==> config.mk <==
export PLATFORM = sky130hd
export DESIGN_NAME = safezone_stop_level_flat
export DESIGN_NICKNAME = d
export VERILOG_FILES = /design/src/sv/sz_pkg.sv /design/src/sv/sz_price_if.sv /design/src/sv/sz_stop_if.sv /design/src/sv/sz_ram.sv /design/src/sv/sz_offset.sv /design/src/sv/safezone_stop_level.sv /design/src/flat_wrapper.sv
export SDC_FILE = /design/constraint.sdc
export NUM_CORES = 2
export LEC_CHECK = 0
export ABC_AREA = 0
export BUFFER_PORTS_ARGS = -buffer_cell sky130_fd_sc_hd__buf_2
export CAP_MARGIN = 5
export CORE_MARGIN = 3
export CORE_UTILIZATION = 55
export CTS_BUF_LIST = sky130_fd_sc_hd__clkbuf_8
export CTS_CLUSTER_DIAMETER = 100
export DETAILED_ROUTE_END_ITERATION = 10
export PLACE_DENSITY = 0.76
export SLEW_MARGIN = 20
export SYNTH_ARGS = -nofsm -noshare
export SYNTH_HDL_FRONTEND = slang
export SYNTH_SLANG_ARGS = --single-unit
==> constraint.sdc <==
create_clock -name i_clk -period 7.35 [get_ports i_clk]
set_input_delay 0.3675 -clock i_clk [delete_from_list [all_inputs] [get_ports i_clk]]
set_output_delay 0.3675 -clock i_clk [all_outputs]
set_load 0.03 [all_outputs]
==> src/sv/sz_pkg.sv <==
// ============================================================================
// sz_pkg
// Shared types and constants for the safe-zone stop level block.
// ============================================================================
package sz_pkg;

    // Field and register widths
    localparam int PRICE_W    = 31;
    localparam int DW_W       = 7;
    localparam int MW_W       = 5;
    localparam int MULT_W     = 16;
    localparam int MULT_FRAC  = 8;
    localparam int CFG_DATA_W = 16;
    localparam int CFG_IDX_W  = 2;
    localparam int SEEN_W     = 8;

    // Parameter defaults
    localparam int MAX_DOWN_WINDOW_DEF = 64;
    localparam int MAX_CANDIDATES_DEF  = 16;

    // Register reset values
    localparam logic [DW_W-1:0]   DOWN_WINDOW_RST = 7'd10;
    localparam logic [MW_W-1:0]   MAX_WINDOW_RST  = 5'd3;
    localparam logic [MULT_W-1:0] MULTIPLIER_RST  = 16'd512;

    // Sample counter saturates here
    localparam logic [SEEN_W-1:0] SEEN_LIMIT = '1;

    // Configuration register indexes
    typedef enum logic [CFG_IDX_W-1:0] {
        CFG_DOWN_WINDOW = 2'd0,
        CFG_MAX_WINDOW  = 2'd1,
        CFG_MULTIPLIER  = 2'd2
    } t_cfg_idx;

    // Item sequencer states
    typedef enum logic [2:0] {
        SEQ_IDLE,
        SEQ_MOVE,
        SEQ_START,
        SEQ_OFFSET,
        SEQ_CAND,
        SEQ_SCAN,
        SEQ_TAIL,
        SEQ_EMIT
    } t_seq_state;

    // Offset unit states
    typedef enum logic [1:0] {
        OFF_IDLE,
        OFF_MUL,
        OFF_DIV,
        OFF_DONE
    } t_off_state;

    // Offset unit status toward the sequencer
    typedef struct packed {
        logic busy;
        logic done;
    } t_off_status;

    // Sequencer control strobes
    typedef struct packed {
        logic in_ready;
        logic down_re;
        logic down_we;
        logic off_start;
        logic cand_we;
        logic cand_re;
        logic out_load;
    } t_seq_ctrl;

endpackage

==> src/sv/sz_price_if.sv <==
// ============================================================================
// sz_price_if
// Valid/ready channel carrying one price sample per transfer.
// ============================================================================
interface sz_price_if;

    logic                       valid;
    logic                       ready;
    logic [sz_pkg::PRICE_W-1:0] price;

    modport source (output valid, output price, input ready);
    modport sink   (input valid, input price, output ready);

endinterface

==> src/sv/sz_stop_if.sv <==
// ============================================================================
// sz_stop_if
// Valid/ready channel carrying one stop level per transfer.
// ============================================================================
interface sz_stop_if;

    logic                       valid;
    logic                       ready;
    logic [sz_pkg::PRICE_W-1:0] stop_level;

    modport source (output valid, output stop_level, input ready);
    modport sink   (input valid, input stop_level, output ready);

endinterface

==> src/sv/sz_ram.sv <==
// ============================================================================
// sz_ram
// Generic simple dual-port RAM, one write and one registered read port.
// ============================================================================
module sz_ram #(
    parameter int WIDTH = 8,
    parameter int DEPTH = 16,
    parameter int ADDR_W = (DEPTH > 1) ? $clog2(DEPTH) : 1
) (
    input  logic              i_clk,
    input  logic              i_wr_en,
    input  logic [ADDR_W-1:0] i_wr_addr,
    input  logic [WIDTH-1:0]  i_wr_data,
    input  logic              i_rd_en,
    input  logic [ADDR_W-1:0] i_rd_addr,
    output logic [WIDTH-1:0]  o_rd_data
);

    logic [WIDTH-1:0] r_mem [DEPTH];
    logic [WIDTH-1:0] r_rd_data;

    // Write port
    always_ff @(posedge i_clk) begin
        if (i_wr_en) begin
            r_mem[i_wr_addr] <= i_wr_data;
        end
    end

    // Registered read port
    always_ff @(posedge i_clk) begin
        if (i_rd_en) begin
            r_rd_data <= r_mem[i_rd_addr];
        end
    end

    assign o_rd_data = r_rd_data;

endmodule

==> src/sv/sz_offset.sv <==
// ============================================================================
// sz_offset
// Bit-serial offset unit: floor(mult * sum / (count * 2^MULT_FRAC)).
// Shift-add multiply one multiplier bit per cycle, then restoring division
// one quotient bit per cycle.
// ============================================================================
module sz_offset #(
    parameter int SUM_W = 37,
    parameter int CNT_W = 6,
    parameter int DIV_W = SUM_W + sz_pkg::MULT_W - sz_pkg::MULT_FRAC
) (
    input  logic                      i_clk,
    input  logic                      i_rst_n,
    input  logic                      i_start,
    input  logic [SUM_W-1:0]          i_sum,
    input  logic [sz_pkg::MULT_W-1:0] i_mult,
    input  logic [CNT_W-1:0]          i_count,
    output logic [DIV_W-1:0]          o_offset,
    output sz_pkg::t_off_status       o_stat
);

    localparam int PROD_W = SUM_W + sz_pkg::MULT_W;
    localparam int STEP_W = $clog2(DIV_W);

    sz_pkg::t_off_state r_state;
    sz_pkg::t_off_state n_state;
    logic [STEP_W-1:0]  r_step;

    logic [PROD_W-1:0]         r_mcand;
    logic [sz_pkg::MULT_W-1:0] r_mplier;
    logic [PROD_W-1:0]         r_acc;
    logic [PROD_W-1:0]         n_acc;
    logic [DIV_W-1:0]          r_quo;
    logic [CNT_W:0]            r_rem;
    logic [CNT_W-1:0]          r_div;

    logic [CNT_W:0] w_rem_sh;
    logic           w_ge;
    logic [CNT_W:0] n_rem;

    // Next state
    always_comb begin
        n_state = r_state;
        case (r_state)
            sz_pkg::OFF_IDLE: begin
                if (i_start) begin
                    n_state = sz_pkg::OFF_MUL;
                end
            end
            sz_pkg::OFF_MUL: begin
                if (r_step == '0) begin
                    n_state = sz_pkg::OFF_DIV;
                end
            end
            sz_pkg::OFF_DIV: begin
                if (r_step == '0) begin
                    n_state = sz_pkg::OFF_DONE;
                end
            end
            sz_pkg::OFF_DONE: begin
                n_state = sz_pkg::OFF_IDLE;
            end
            default: begin
                n_state = sz_pkg::OFF_IDLE;
            end
        endcase
    end

    // Status outputs
    always_comb begin
        o_stat.busy = (r_state != sz_pkg::OFF_IDLE);
        o_stat.done = (r_state == sz_pkg::OFF_DONE);
    end

    // Multiply step: add the shifted multiplicand when the low bit is set
    assign n_acc = r_mplier[0] ? (r_acc + r_mcand) : r_acc;

    // Divide step: shift in the next dividend bit, subtract if it fits
    assign w_rem_sh = {r_rem[CNT_W-1:0], r_quo[DIV_W-1]};
    assign w_ge     = (w_rem_sh >= {1'b0, r_div});
    assign n_rem    = w_ge ? (w_rem_sh - {1'b0, r_div}) : w_rem_sh;

    // Control registers
    always_ff @(posedge i_clk) begin
        if (!i_rst_n) begin
            r_state <= sz_pkg::OFF_IDLE;
            r_step  <= '0;
        end else begin
            r_state <= n_state;
            case (r_state)
                sz_pkg::OFF_IDLE: begin
                    r_step <= STEP_W'(sz_pkg::MULT_W - 1);
                end
                sz_pkg::OFF_MUL: begin
                    if (r_step == '0) begin
                        r_step <= STEP_W'(DIV_W - 1);
                    end else begin
                        r_step <= r_step - 1'b1;
                    end
                end
                sz_pkg::OFF_DIV: begin
                    if (r_step != '0) begin
                        r_step <= r_step - 1'b1;
                    end
                end
                default: begin
                    r_step <= '0;
                end
            endcase
        end
    end

    // Datapath
    always_ff @(posedge i_clk) begin
        case (r_state)
            sz_pkg::OFF_IDLE: begin
                if (i_start) begin
                    r_mcand  <= PROD_W'(i_sum);
                    r_mplier <= i_mult;
                    r_acc    <= '0;
                    r_div    <= i_count;
                end
            end
            sz_pkg::OFF_MUL: begin
                r_acc    <= n_acc;
                r_mcand  <= {r_mcand[PROD_W-2:0], 1'b0};
                r_mplier <= {1'b0, r_mplier[sz_pkg::MULT_W-1:1]};
                if (r_step == '0) begin
                    // drop the multiplier fraction bits and start dividing
                    r_quo <= n_acc[PROD_W-1:sz_pkg::MULT_FRAC];
                    r_rem <= '0;
                end
            end
            sz_pkg::OFF_DIV: begin
                r_rem <= n_rem;
                r_quo <= {r_quo[DIV_W-2:0], w_ge};
            end
            default: begin
                r_rem <= r_rem;
            end
        endcase
    end

    assign o_offset = r_quo;

endmodule

==> src/sv/safezone_stop_level.sv <==
// ============================================================================
// safezone_stop_level
// Long-side safe-zone stop level over a stream of price samples.
// ============================================================================
// Each sample takes the sequencer from idle to the move state; once the down
//   window is full it goes on through start, offset (only when a downward move
//   is held) and candidate, and when a result is due through scan, tail and emit.
// Samples are taken one at a time: the input is ready only while idle, and a
//   result waits in the emit state until the output register is free.
// Reset: synchronous, active low; registers to 10, 3 and 2.0, rings not cleared.
// ============================================================================
module safezone_stop_level #(
    parameter int MAX_DOWN_WINDOW = sz_pkg::MAX_DOWN_WINDOW_DEF,
    parameter int MAX_CANDIDATES  = sz_pkg::MAX_CANDIDATES_DEF
) (
    input  logic                          i_clk,
    input  logic                          i_rst_n,
    input  logic                          i_cfg_wr_en,
    input  logic [sz_pkg::CFG_IDX_W-1:0]  i_cfg_idx,
    input  logic [sz_pkg::CFG_DATA_W-1:0] i_cfg_data,
    sz_price_if.sink                      i_price_ch,
    sz_stop_if.source                     o_stop_ch
);

    localparam int PRICE_W = sz_pkg::PRICE_W;
    localparam int LEN_W   = $clog2(MAX_DOWN_WINDOW);
    localparam int CNT_W   = LEN_W;
    localparam int CA_W    = (MAX_CANDIDATES > 1) ? $clog2(MAX_CANDIDATES) : 1;
    localparam int CW_W    = $clog2(MAX_CANDIDATES + 1);
    localparam int SUM_W   = PRICE_W + LEN_W;
    localparam int DIV_W   = SUM_W + sz_pkg::MULT_W - sz_pkg::MULT_FRAC;
    localparam int DWX_W   = (sz_pkg::DW_W > LEN_W + 1) ? sz_pkg::DW_W : LEN_W + 1;
    localparam int MWX_W   = (sz_pkg::MW_W > CW_W) ? sz_pkg::MW_W : CW_W;
    localparam int CMP_W   = ((LEN_W > sz_pkg::SEEN_W) ? LEN_W : sz_pkg::SEEN_W) + 2;

    // Configuration registers
    logic [sz_pkg::DW_W-1:0]   r_down_window;
    logic [sz_pkg::MW_W-1:0]   r_max_window;
    logic [sz_pkg::MULT_W-1:0] r_multiplier;
    logic                      w_cfg_hit;

    // Stream state
    sz_pkg::t_seq_state        r_state;
    sz_pkg::t_seq_state        n_state;
    sz_pkg::t_seq_ctrl         w_ctl;
    logic [sz_pkg::SEEN_W-1:0] r_seen;
    logic [sz_pkg::SEEN_W-1:0] r_t;
    logic [PRICE_W-1:0]        r_prev;
    logic [PRICE_W-1:0]        r_price;
    logic [SUM_W-1:0]          r_sum;
    logic [CNT_W-1:0]          r_count;
    logic [LEN_W-1:0]          r_down_pos;
    logic [CA_W-1:0]           r_cand_pos;
    logic [PRICE_W-1:0]        r_cand;
    logic [CA_W-1:0]           r_scan_k;
    logic                      r_rd_vld;
    logic [PRICE_W-1:0]        r_best;
    logic                      r_out_vld;
    logic [PRICE_W-1:0]        r_out_data;

    // Derived window sizes
    logic [DWX_W-1:0] w_dw_x;
    logic [DWX_W-1:0] w_dw_sat;
    logic [LEN_W-1:0] w_len;
    logic [MWX_W-1:0] w_mw_x;
    logic [MWX_W-1:0] w_mw_sat;
    logic [CW_W-1:0]  w_width;

    // Per-sample datapath
    logic               w_accept;
    logic               w_has_prev;
    logic               w_evict;
    logic               w_cand_full;
    logic               w_emit_due;
    logic               w_out_free;
    logic [PRICE_W-1:0] w_move;
    logic [PRICE_W-1:0] w_old;
    logic [SUM_W-1:0]   n_sum;
    logic [CNT_W-1:0]   n_count;
    logic [LEN_W:0]     w_pos_inc;
    logic [LEN_W-1:0]   n_down_pos;
    logic [CA_W:0]      w_cpos_inc;
    logic [CA_W-1:0]    n_cand_pos;
    logic [PRICE_W-1:0] w_cand_rd;
    logic [DIV_W-1:0]   w_offset;
    logic [PRICE_W-1:0] w_cand_calc;
    logic               w_scan_last;
    sz_pkg::t_off_status w_off_stat;

    // Saturate the window registers into their legal ranges
    always_comb begin
        w_dw_x = DWX_W'(r_down_window);
        if (w_dw_x < DWX_W'(2)) begin
            w_dw_sat = DWX_W'(2);
        end else if (w_dw_x > DWX_W'(MAX_DOWN_WINDOW)) begin
            w_dw_sat = DWX_W'(MAX_DOWN_WINDOW);
        end else begin
            w_dw_sat = w_dw_x;
        end
        w_len = LEN_W'(w_dw_sat - DWX_W'(1));

        w_mw_x = MWX_W'(r_max_window);
        if (w_mw_x < MWX_W'(1)) begin
            w_mw_sat = MWX_W'(1);
        end else if (w_mw_x > MWX_W'(MAX_CANDIDATES)) begin
            w_mw_sat = MWX_W'(MAX_CANDIDATES);
        end else begin
            w_mw_sat = w_mw_x;
        end
        w_width = CW_W'(w_mw_sat);
    end

    // Stage conditions from the latched sample index
    assign w_accept    = i_price_ch.valid && w_ctl.in_ready;
    assign w_has_prev  = (r_t != '0);
    assign w_evict     = w_has_prev && ((CMP_W'(r_t) - CMP_W'(1)) >= CMP_W'(w_len));
    assign w_cand_full = (CMP_W'(r_t) >= CMP_W'(w_len));
    assign w_emit_due  = (CMP_W'(r_t) >= (CMP_W'(w_len) + CMP_W'(w_width) - CMP_W'(1)));
    assign w_out_free  = !r_out_vld || o_stop_ch.ready;

    // Downward move window update
    assign w_move = (r_prev > r_price) ? (r_prev - r_price) : '0;
    always_comb begin
        n_sum   = r_sum - (w_evict ? SUM_W'(w_old) : '0)
                        + (w_has_prev ? SUM_W'(w_move) : '0);
        n_count = r_count
                  - CNT_W'(w_evict && (w_old != '0) && (r_count != '0))
                  + CNT_W'(w_has_prev && (w_move != '0));
    end

    // Ring position wrap
    assign w_pos_inc  = {1'b0, r_down_pos} + 1'b1;
    assign n_down_pos = (w_pos_inc >= (LEN_W + 1)'(w_len)) ? '0 : w_pos_inc[LEN_W-1:0];
    assign w_cpos_inc = {1'b0, r_cand_pos} + 1'b1;
    assign n_cand_pos = ((CW_W + 1)'(w_cpos_inc) >= (CW_W + 1)'(w_width))
                        ? '0 : w_cpos_inc[CA_W-1:0];

    // Candidate: price less offset, floored at zero (only positives can win)
    assign w_cand_calc = (w_offset > DIV_W'(r_price))
                         ? '0 : (r_price - w_offset[PRICE_W-1:0]);

    assign w_scan_last = ((CW_W + 1)'(r_scan_k) == ((CW_W + 1)'(w_width) - 1'b1));

    // Next state
    always_comb begin
        n_state = r_state;
        case (r_state)
            sz_pkg::SEQ_IDLE: begin
                if (w_accept) begin
                    n_state = sz_pkg::SEQ_MOVE;
                end
            end
            sz_pkg::SEQ_MOVE: begin
                n_state = w_cand_full ? sz_pkg::SEQ_START : sz_pkg::SEQ_IDLE;
            end
            sz_pkg::SEQ_START: begin
                n_state = (r_count != '0) ? sz_pkg::SEQ_OFFSET : sz_pkg::SEQ_CAND;
            end
            sz_pkg::SEQ_OFFSET: begin
                if (w_off_stat.done) begin
                    n_state = sz_pkg::SEQ_CAND;
                end
            end
            sz_pkg::SEQ_CAND: begin
                n_state = w_emit_due ? sz_pkg::SEQ_SCAN : sz_pkg::SEQ_IDLE;
            end
            sz_pkg::SEQ_SCAN: begin
                if (w_scan_last) begin
                    n_state = sz_pkg::SEQ_TAIL;
                end
            end
            sz_pkg::SEQ_TAIL: begin
                n_state = sz_pkg::SEQ_EMIT;
            end
            sz_pkg::SEQ_EMIT: begin
                if (w_out_free) begin
                    n_state = sz_pkg::SEQ_IDLE;
                end
            end
            default: begin
                n_state = sz_pkg::SEQ_IDLE;
            end
        endcase
    end

    // Control strobes
    always_comb begin
        w_ctl = '0;
        case (r_state)
            sz_pkg::SEQ_IDLE: begin
                w_ctl.in_ready = 1'b1;
                w_ctl.down_re  = 1'b1;
            end
            sz_pkg::SEQ_MOVE: begin
                w_ctl.down_we = w_has_prev;
            end
            sz_pkg::SEQ_START: begin
                w_ctl.off_start = (r_count != '0);
            end
            sz_pkg::SEQ_CAND: begin
                w_ctl.cand_we = 1'b1;
            end
            sz_pkg::SEQ_SCAN: begin
                w_ctl.cand_re = 1'b1;
            end
            sz_pkg::SEQ_EMIT: begin
                w_ctl.out_load = w_out_free;
            end
            default: begin
                w_ctl = '0;
            end
        endcase
    end

    // Configuration write decode
    always_comb begin
        case (i_cfg_idx)
            sz_pkg::CFG_DOWN_WINDOW: w_cfg_hit = i_cfg_wr_en;
            sz_pkg::CFG_MAX_WINDOW:  w_cfg_hit = i_cfg_wr_en;
            sz_pkg::CFG_MULTIPLIER:  w_cfg_hit = i_cfg_wr_en;
            default:                 w_cfg_hit = 1'b0;
        endcase
    end

    // Control state and stream state
    always_ff @(posedge i_clk) begin
        if (!i_rst_n) begin
            r_state       <= sz_pkg::SEQ_IDLE;
            r_out_vld     <= 1'b0;
            r_rd_vld      <= 1'b0;
            r_seen        <= '0;
            r_prev        <= '0;
            r_sum         <= '0;
            r_count       <= '0;
            r_down_pos    <= '0;
            r_cand_pos    <= '0;
            r_down_window <= sz_pkg::DOWN_WINDOW_RST;
            r_max_window  <= sz_pkg::MAX_WINDOW_RST;
            r_multiplier  <= sz_pkg::MULTIPLIER_RST;
        end else begin
            r_state <= n_state;

            // output register: load a result or drop it once transferred
            if (w_ctl.out_load) begin
                r_out_vld <= 1'b1;
            end else if (o_stop_ch.ready) begin
                r_out_vld <= 1'b0;
            end

            if (w_accept) begin
                r_seen <= (r_seen == sz_pkg::SEEN_LIMIT) ? r_seen : r_seen + 1'b1;
            end

            if (r_state == sz_pkg::SEQ_MOVE) begin
                r_prev  <= r_price;
                r_sum   <= n_sum;
                r_count <= n_count;
                if (w_has_prev) begin
                    r_down_pos <= n_down_pos;
                end
            end

            if (w_ctl.cand_we) begin
                r_cand_pos <= n_cand_pos;
            end

            r_rd_vld <= w_ctl.cand_re;

            // any register write restarts the stream
            if (w_cfg_hit) begin
                case (i_cfg_idx)
                    sz_pkg::CFG_DOWN_WINDOW: begin
                        r_down_window <= i_cfg_data[sz_pkg::DW_W-1:0];
                    end
                    sz_pkg::CFG_MAX_WINDOW: begin
                        r_max_window <= i_cfg_data[sz_pkg::MW_W-1:0];
                    end
                    sz_pkg::CFG_MULTIPLIER: begin
                        r_multiplier <= i_cfg_data[sz_pkg::MULT_W-1:0];
                    end
                    default: begin
                        r_multiplier <= r_multiplier;
                    end
                endcase
                r_seen     <= '0;
                r_prev     <= '0;
                r_sum      <= '0;
                r_count    <= '0;
                r_down_pos <= '0;
                r_cand_pos <= '0;
            end
        end
    end

    // Payload registers
    always_ff @(posedge i_clk) begin
        if (w_accept) begin
            r_price <= i_price_ch.price;
            r_t     <= r_seen;
        end

        if (r_state == sz_pkg::SEQ_START && r_count == '0) begin
            r_cand <= r_price;
        end else if (r_state == sz_pkg::SEQ_OFFSET && w_off_stat.done) begin
            r_cand <= w_cand_calc;
        end

        // serial maximum over the candidate ring, floor of zero
        if (r_state == sz_pkg::SEQ_CAND) begin
            r_scan_k <= '0;
            r_best   <= '0;
        end else begin
            if (w_ctl.cand_re) begin
                r_scan_k <= r_scan_k + 1'b1;
            end
            if (r_rd_vld && (w_cand_rd > r_best)) begin
                r_best <= w_cand_rd;
            end
        end

        if (w_ctl.out_load) begin
            r_out_data <= r_best;
        end
    end

    assign i_price_ch.ready     = w_ctl.in_ready;
    assign o_stop_ch.valid      = r_out_vld;
    assign o_stop_ch.stop_level = r_out_data;

    // Downward move ring
    sz_ram #(
        .WIDTH (PRICE_W),
        .DEPTH (MAX_DOWN_WINDOW),
        .ADDR_W(LEN_W)
    ) u_down_ring (
        .i_clk    (i_clk),
        .i_wr_en  (w_ctl.down_we),
        .i_wr_addr(r_down_pos),
        .i_wr_data(w_move),
        .i_rd_en  (w_ctl.down_re),
        .i_rd_addr(r_down_pos),
        .o_rd_data(w_old)
    );

    // Candidate ring
    sz_ram #(
        .WIDTH (PRICE_W),
        .DEPTH (MAX_CANDIDATES),
        .ADDR_W(CA_W)
    ) u_cand_ring (
        .i_clk    (i_clk),
        .i_wr_en  (w_ctl.cand_we),
        .i_wr_addr(r_cand_pos),
        .i_wr_data(r_cand),
        .i_rd_en  (w_ctl.cand_re),
        .i_rd_addr(r_scan_k),
        .o_rd_data(w_cand_rd)
    );

    // Bit-serial offset unit
    sz_offset #(
        .SUM_W(SUM_W),
        .CNT_W(CNT_W),
        .DIV_W(DIV_W)
    ) u_offset (
        .i_clk   (i_clk),
        .i_rst_n (i_rst_n),
        .i_start (w_ctl.off_start),
        .i_sum   (r_sum),
        .i_mult  (r_multiplier),
        .i_count (r_count),
        .o_offset(w_offset),
        .o_stat  (w_off_stat)
    );

`ifndef SYNTHESIS
    // down-move count never exceeds the moves the window holds
    a_count_in_window: assert property (@(posedge i_clk) disable iff (!i_rst_n)
        (CMP_W'(r_count) <= CMP_W'(w_len)))
        else $error("down-move count exceeds window length");

    // ring write positions stay inside the active windows
    a_pos_in_window: assert property (@(posedge i_clk) disable iff (!i_rst_n)
        (r_down_pos < w_len) && ((CW_W + 1)'(r_cand_pos) < (CW_W + 1)'(w_width)))
        else $error("ring position outside active window");

    // the divider is only started idle and with a nonzero divisor
    a_start_legal: assert property (@(posedge i_clk) disable iff (!i_rst_n)
        w_ctl.off_start |-> (r_count != '0) && !w_off_stat.busy)
        else $error("offset unit started busy or with zero count");

    // offset completion is only seen while the sequencer waits for it
    a_done_expected: assert property (@(posedge i_clk) disable iff (!i_rst_n)
        w_off_stat.done |-> (r_state == sz_pkg::SEQ_OFFSET))
        else $error("offset done outside offset wait");

    // a result loads only into a free output register
    a_no_overwrite: assert property (@(posedge i_clk) disable iff (!i_rst_n)
        w_ctl.out_load |-> (!r_out_vld || o_stop_ch.ready))
        else $error("result overwrote a pending transfer");
`endif

endmodule
==> src/flat_wrapper.sv <==
// flat-port wrapper written by rule: the top's interface ports become plain ports
module safezone_stop_level_flat 
#(
    parameter int MAX_DOWN_WINDOW = sz_pkg::MAX_DOWN_WINDOW_DEF,
    parameter int MAX_CANDIDATES  = sz_pkg::MAX_CANDIDATES_DEF
)
  (i_clk, i_rst_n, i_cfg_wr_en, i_cfg_idx, i_cfg_data, i_price_ch_valid, i_price_ch_price, i_price_ch_ready, o_stop_ch_valid, o_stop_ch_stop_level, o_stop_ch_ready);
  sz_price_if i_price_ch_i ();
  sz_stop_if o_stop_ch_i ();
  input  logic i_clk;
  input  logic i_rst_n;
  input  logic i_cfg_wr_en;
  input  logic [sz_pkg::CFG_IDX_W-1:0] i_cfg_idx;
  input  logic [sz_pkg::CFG_DATA_W-1:0] i_cfg_data;
  input wire logic [$bits(i_price_ch_i.valid)-1:0] i_price_ch_valid;
  input wire logic [$bits(i_price_ch_i.price)-1:0] i_price_ch_price;
  output wire logic [$bits(i_price_ch_i.ready)-1:0] i_price_ch_ready;
  output wire logic [$bits(o_stop_ch_i.valid)-1:0] o_stop_ch_valid;
  output wire logic [$bits(o_stop_ch_i.stop_level)-1:0] o_stop_ch_stop_level;
  input wire logic [$bits(o_stop_ch_i.ready)-1:0] o_stop_ch_ready;
  assign i_price_ch_i.valid = i_price_ch_valid;
  assign i_price_ch_i.price = i_price_ch_price;
  assign i_price_ch_ready = i_price_ch_i.ready;
  assign o_stop_ch_valid = o_stop_ch_i.valid;
  assign o_stop_ch_stop_level = o_stop_ch_i.stop_level;
  assign o_stop_ch_i.ready = o_stop_ch_ready;
  safezone_stop_level #(.MAX_DOWN_WINDOW(MAX_DOWN_WINDOW), .MAX_CANDIDATES(MAX_CANDIDATES)) u_core (.i_clk(i_clk), .i_rst_n(i_rst_n), .i_cfg_wr_en(i_cfg_wr_en), .i_cfg_idx(i_cfg_idx), .i_cfg_data(i_cfg_data), .i_price_ch(i_price_ch_i), .o_stop_ch(o_stop_ch_i));
endmodule
After elaboration in Yosys (flattened, before gate mapping)
Memories as Yosys holds them, arrays and structs flattened. A register that Yosys moved wholly into a read port is not among the register bits.
Index checks and enable logic that the tools add are counted.
Word-level totals
  register bits: 448
  memory bits (writable): 2480
  bits of input ports: 54
  output and inout bits: 33
  logic and storage cells: 174
  memories: 2
Memory list
  u_core.u_down_ring.r_mem: words 64, width 31, rd ports 1, clocked after Yosys merged registers in 1, write ports 1, line sz_ram.sv:19  | logic [WIDTH-1:0] r_mem [DEPTH];
  u_core.u_cand_ring.r_mem: words 16, width 31, rd ports 1, clocked after Yosys merged registers in 1, write ports 1, line sz_ram.sv:19
Cells by class
  add/sub/neg operators: 18
  order comparisons: 13
  equality and inequality tests: 23
  multiplexer cells: 52
  bitwise logic cells: 2
  reductions and logical operators: 37
Operators by type and width (count)
  $pmux 53 s2: 2
  $mux 31: 6
  $mux 53: 3
  $pmux 45 s2: 1
  $gt 31x31->1: 2
  $reduce_bool 31->1: 2
  $sub 31x31->31: 2
  $add 53x53->53: 1
  $gt 45x31->1: 1
  $mux 45: 1
  $mux 6: 7
  $add 37x37->37: 1
  $sub 37x37->37: 1
  $pmux 16 s2: 1
  $pmux 3 s8: 1
  $mux 3: 6
  $pmux 6 s3: 1
  $mux 16: 1
  $reduce_and 2->1: 8
  $ge 7x6->1: 2
  $eq 3x3->1 const B: 4
  $logic_not 6->1: 2
  $mux 1: 12
  $pmux 6 s2: 1
  45 further kinds: 76

Logic depth before layout (Yosys ltp)
  word-level depth: 10
  mapped depth: 31
  mapped depth without buffers: 31

By module
A second synthesis with hierarchy kept.
Second synthesis, totals
  cells, all modules: 7515
  area, all modules: 126730.3 µm²
Modules (own cells, without submodules)
  sz_ram (u_core.u_down_ring): instances 1, cells an instance 3418, area each 76616.0 µm², sequential area each 60508.0 µm²
  sz_ram (u_core.u_cand_ring): instances 1, cells an instance 812, area each 19558.8 µm², sequential area each 15825.2 µm²
  safezone_stop_level: instances 1, cells an instance 2181, area each 18798.0 µm², sequential area each 6236.0 µm²
  sz_offset: instances 1, cells an instance 1104, area each 11757.5 µm², sequential area each 5535.3 µm²

Least setup slack after synthesis
OpenSTA, ideal clock, no wires.
  path type: register to register
  start point: reg u_core.r_down_window[2] in the netlist's numbering
  end point: reg u_core.r_sum[35]
  library setup time: 0.128 ns
  arrival time: 6.130 ns
  required time: 7.222 ns
  setup slack: 1.091 ns
  stages on the path, launching flop included: 31
  path buffers: 1
  period minus slack after synthesis: 6.259 ns
  cell sequence: dfxtp_1 > nor3_1 > nand2b_1 > nor2_1 > or3b_2 > ha_1 > ha_1 > a21boi_0 > o21ai_0 > nand2b_1 > a21oi_1 > maj3_1 > o21bai_1 > o22a_1 > o22a_1 > clkbuf_1 > and2_1 > fa_1 > inv_1 > ha_1 > a2111oi_0 > o21ai_0 > a31oi_1 > a31oi_1 > a41oi_1 > o21ai_0 > a22oi_1 > a21oi_1 > a31oi_1 > mux2i_1 > o31ai_1
On the way
  longest elaborated chain between the ends: 9
  elaborated cells between the ends (all ways): 10
  those cells by class: add/sub (3); order compare (3); mux (3); reduce/logical (1)
Ends and longest elaborated chain
  from (decl): line safezone_stop_level.sv:37  | logic [sz_pkg::DW_W-1:0] r_down_window;
  from (signal assigned): line safezone_stop_level.sv:237  | r_down_window <= sz_pkg::DOWN_WINDOW_RST;
  from (signal assigned): line safezone_stop_level.sv:273  | r_down_window <= i_cfg_data[sz_pkg::DW_W-1:0];
  $gt 7x7->1: line safezone_stop_level.sv:95  | end else if (w_dw_x > DWX_W'(MAX_DOWN_WINDOW)) begin
  $mux 6: line safezone_stop_level.sv:95
  $mux 6 *: line safezone_stop_level.sv:93  | if (w_dw_x < DWX_W'(2)) begin
  $sub 6x1->6 *: line safezone_stop_level.sv:100  | w_len = LEN_W'(w_dw_sat - DWX_W'(1));
  $ge 10x6->1 *: line safezone_stop_level.sv:116  | assign w_evict = w_has_prev && ((CMP_W'(r_t) - CMP_W'(1)) >= CMP_W'(w_len));
  $logic_and 1x1->1 *: line safezone_stop_level.sv:116
  $mux 31 *: line safezone_stop_level.sv:124  | n_sum = r_sum - (w_evict ? SUM_W'(w_old) : '0)
  $sub 37x37->37 *: line safezone_stop_level.sv:124
  $add 37x37->37 *: line safezone_stop_level.sv:125  | + (w_has_prev ? SUM_W'(w_move) : '0);
  to (signal assigned): line safezone_stop_level.sv:256  | r_sum <= n_sum;
  to (decl): line safezone_stop_level.sv:50  | logic [SUM_W-1:0] r_sum;
Every way passes the cells marked *; elsewhere a longest branch is shown, timed or not.
A chain may end at the register's enable or synchronous reset.

Worst setup path after layout
  start point: reg u_core.r_down_window[2] in the netlist's numbering
  end point: reg u_core.r_sum[36]
Same word-level chain as after synthesis.

==> metrics.md <==
| Metric | Value |
|---|---|
| Post-synthesis instance area | 121000 sq um |
| Vias | 74100 |
| Pwr Density | 296 nW/um^2 |
| Initial antenna violation count | 18 |
| Endpoint class of the critical path | register |
| DIE AREA | 226000 sq um |
| Placed cell areas | 127000 sq um |
| Most common cell on crit path | ha_1 |
| HP Start | i_price_ch_price[14] |
| Die Y | 475 um |
| Final Hold Fails | 0 |
| Layout Skew | 0.125 ns |
| CTS buffer count | 458 |
| Rel. slew slack | 17.4% |
| Share of the synthesized area in the top cell type | 69.9% |
| Nets@finish | 8408 |
| Row count | 171 |
| Clock transition at path regs | 0.07 ns |
| Setup TNS | 0 ns |
| CP arrival | 7.86 ns |
| Period minus WS final | 6.89 ns |
| Cell taking the most area after synthesis | edfxtp_1 |
| GRT Util Overall | 28.9% |
| Core Footprint | 218000 sq um |
| Outcome | completed |
| Hold WC Path Type | in -> reg |
| Root Buffer | clkbuf_8 |
| CTS Buffer Depth | 4 |
| Synthesis Warnings | 0 |
| Total Wirelength | 330000 um |
| PortBufs | 86 |
| Worst-Margin Slew | 1.23 ns |
| Post-route antenna net violation count | 0 |
| FFs w/ async S/R, synth | 0% |
| Vias in the first global route | 73100 |
| CP delay by family, top | compound AO/OA/AOI/OAI gates |
| Predominant post-synthesis flop cell | edfxtp_1 |
| Reg2reg setup slack | 0.46 ns |
| Number of cells on the worst hold path | 2 |
| Avg Vias per Cell | 6.60 |
| Pre-CTS WS | 0.0266 ns |
| Register area share after synthesis | 72.7% |
| Syn Inst Count | 7593 |
| Io pins | 87 |
| Per-cell routed wire length | 29.4 um |
| GRT overflow | 0 |
| Max Clk Rate | 0.145 GHz |
| TritonRoute pass-1 iters | 6 |
| Die X | 475 um |
| Highest-delay cell along the critical path | or3b_2 |
| DRT iter0 DRCs | 10400 |
| Worst vdd ir | 0.257 mV |
| Synth area leaders | edfxtp_1 70%, a22oi_1 3.8%, mux4_2 2.9% |
| Design area | 136000 sq um |
| Setup violators final | 0 |
| CP Max Fanout | 25 |
| Dpl hpwl | 192000 um |
| CP Launch Type | register |
| CP Data Required Time | 8.32 ns |
| Top-count cell post-synth | edfxtp_1 |
| Period utilization | 93.7% |
| Synthesized Nets | 7960 |
| # H-tree levels | 5 |
| First-pass GRT wire length | 481000 um |
| DRC | 0 |
| Setup Fix Bufs, Post-CTS | 0 |
| Clk sinks | 2990 |
| Pins over their slew limit | 0 |
| Post-synth cell types | 76 |
| Routability cong. | 0.940 |
| Tot Pwr | 40.1 mW |
| Worst flop-to-flop path startpoint | u_core.r_down_window[2]$_SDFFE_PN0P_ |
| CTS tree | yes |
| Synth top cells by count | 2822 x edfxtp_1, 613 x a22oi_1, 325 x nand2_1 |
| Share of layout cells above drive strength 1 | 14.6% |
| Largest net degree at the start of global routing | 117 |
| Post-Syn Area per Cell | 16.0 sq um |
| WP buf/inv | 3 |
| WS Path Type | reg -> reg |
| Max Cap Viol | 0 |
| Initial Utilization | 55.6% |
| Final setup margin | 0.464 ns |
| CP max stage delay | 0.55 ns |
| Area Overhead vs Synth | 11.9% |
| Post-synth EDFFs | 2822 |
| Pleak | 45.1 nW |
| Worst r2r dst | u_core.r_sum[36]$_SDFFE_PP0N_ |
| Seq cells post-synth | 2990 |
| Hold worst-path end | u_core.r_price[14]$_DFFE_PP_ |
| Worst reg-to-reg path cell count | 31 |
| Worst-Skew Late Latency | 1.14 ns |
| Final Core Density | 62.2% |
-- layer usage --
layer,track usage [%],wire (um)
met1,38.1,120000
met2,45.4,154000
met3,7.07,39100
met4,13.9,17100
met5,0,37
-- sequential cells by signal, summed over array words and instances (netlist names), 7 cells and up --
name and cells:
u_core.r_sum 37, u_core.u_down_ring.r_mem 1984, u_core.r_t 8, u_core.u_offset.o_offset 45, u_core.u_cand_ring.r_mem 496, u_core.r_multiplier 16, u_core.r_price 31, u_core.r_best 31
u_core.o_stop_ch.stop_level 31, u_core.u_offset.r_mplier 16, u_core.u_cand_ring.o_rd_data 31, u_core.r_prev 31, u_core.r_cand 31, u_core.r_down_window 7, u_core.r_seen 8, u_core.u_offset.r_mcand 53
u_core.u_down_ring.o_rd_data 31, u_core.u_offset.r_acc 53
-- power breakdown --
group / internal [mW] / total [mW] / switching (mW)
registers: 19.6 / 20.1 / 0.550
logic: 2.86 / 7.51 / 4.65
clock network: 6.25 / 12.5 / 6.23
total: 28.7 / 40.1 / 11.4
-- worst max-delay path by stage --
stage               depth (start not counted)                            startpoint  slack, ns                       endpoint
finish                                     31  u_core.r_down_window[2]$_SDFFE_PN0P_       0.46  u_core.r_sum[36]$_SDFFE_PP0N_
global route                               30  u_core.r_down_window[2]$_SDFFE_PN0P_     -0.008  u_core.r_sum[35]$_SDFFE_PP0N_
CTS                                        30  u_core.r_down_window[3]$_SDFFE_PN1P_       0.02  u_core.r_sum[35]$_SDFFE_PP0N_
detailed placement                         30  u_core.r_down_window[2]$_SDFFE_PN0P_       0.03  u_core.r_sum[35]$_SDFFE_PP0N_
global placement                           30  u_core.r_down_window[2]$_SDFFE_PN0P_       0.18  u_core.r_sum[35]$_SDFFE_PP0N_
floorplan                                  30  u_core.r_down_window[2]$_SDFFE_PN0P_       1.09  u_core.r_sum[35]$_SDFFE_PP0N_
-- what timing repair did --
item,4_1_cts,5_1_grt
resized for setup,0,19
hold endpoints to repair,71,0
hold buffers,95,0
endpoints found under the setup margin,0,10
-- kinds of logic (layout without fill, tap and decap cells) --
| logic type | Yosys count | after routing | synth area share [%] |
|---|---|---|---|
| AOI/OAI and AO/OA | 2004 | 2004 | 11.9 |
| other | 0 | 9 | 0 |
| and+or+nand+nor | 1160 | 1160 | 4.68 |
| DFF | 2990 | 2990 | 72.7 |
| muxes | 287 | 287 | 4.00 |
| xor gates and xnor gates | 170 | 170 | 1.23 |
| adders and majority gates | 317 | 317 | 3.49 |
| buffers and inverters | 665 | 1444 | 2.06 |
-- metrics by stage --
| step | hold WS (ns) | cells |
|---|---|---|
| 4_1_cts | 0.00279 | 11200 |
| 5_1_grt | 0.0652 | 11200 |
| 6_report | 0.0981 | 11200 |
| 2_1_floorplan | 0.430 | 7593 |
| 3_3_place_gp | 0.438 | 10300 |
| 3_5_place_dp | 0.441 | 10300 |
-- cell usage in the layout, fill, tap and decap left out, types with 97 or more instances in the layout --
master / count
dfxtp_1: 164
a21o_1: 117
ha_1: 275
mux4_2: 155
buf_4: 196
a22o_1: 222
clkbuf_8: 485
edfxtp_1: 2822
mux2i_1: 104
a31oi_1: 199
xnor2_1: 108
nand2_1: 321
a21oi_1: 299
a221oi_1: 202
nor2_4: 97
nor2_1: 191
o21ai_0: 139
inv_1: 405
a22oi_1: 613
-- final cells by class --
type,count,area (sq um)
Antenna cell,9,22.5
Clock buffer,485,6680
Clock inverter,306,1440
Fill cell,15200,82500
Inverter,259,972
Multi-Input combinational cell,3938,31700
Sequential cell,2990,88100
Tap cell,2854,3570
Timing Repair Buffer,394,3180
(Power assumes the default switching activity.)
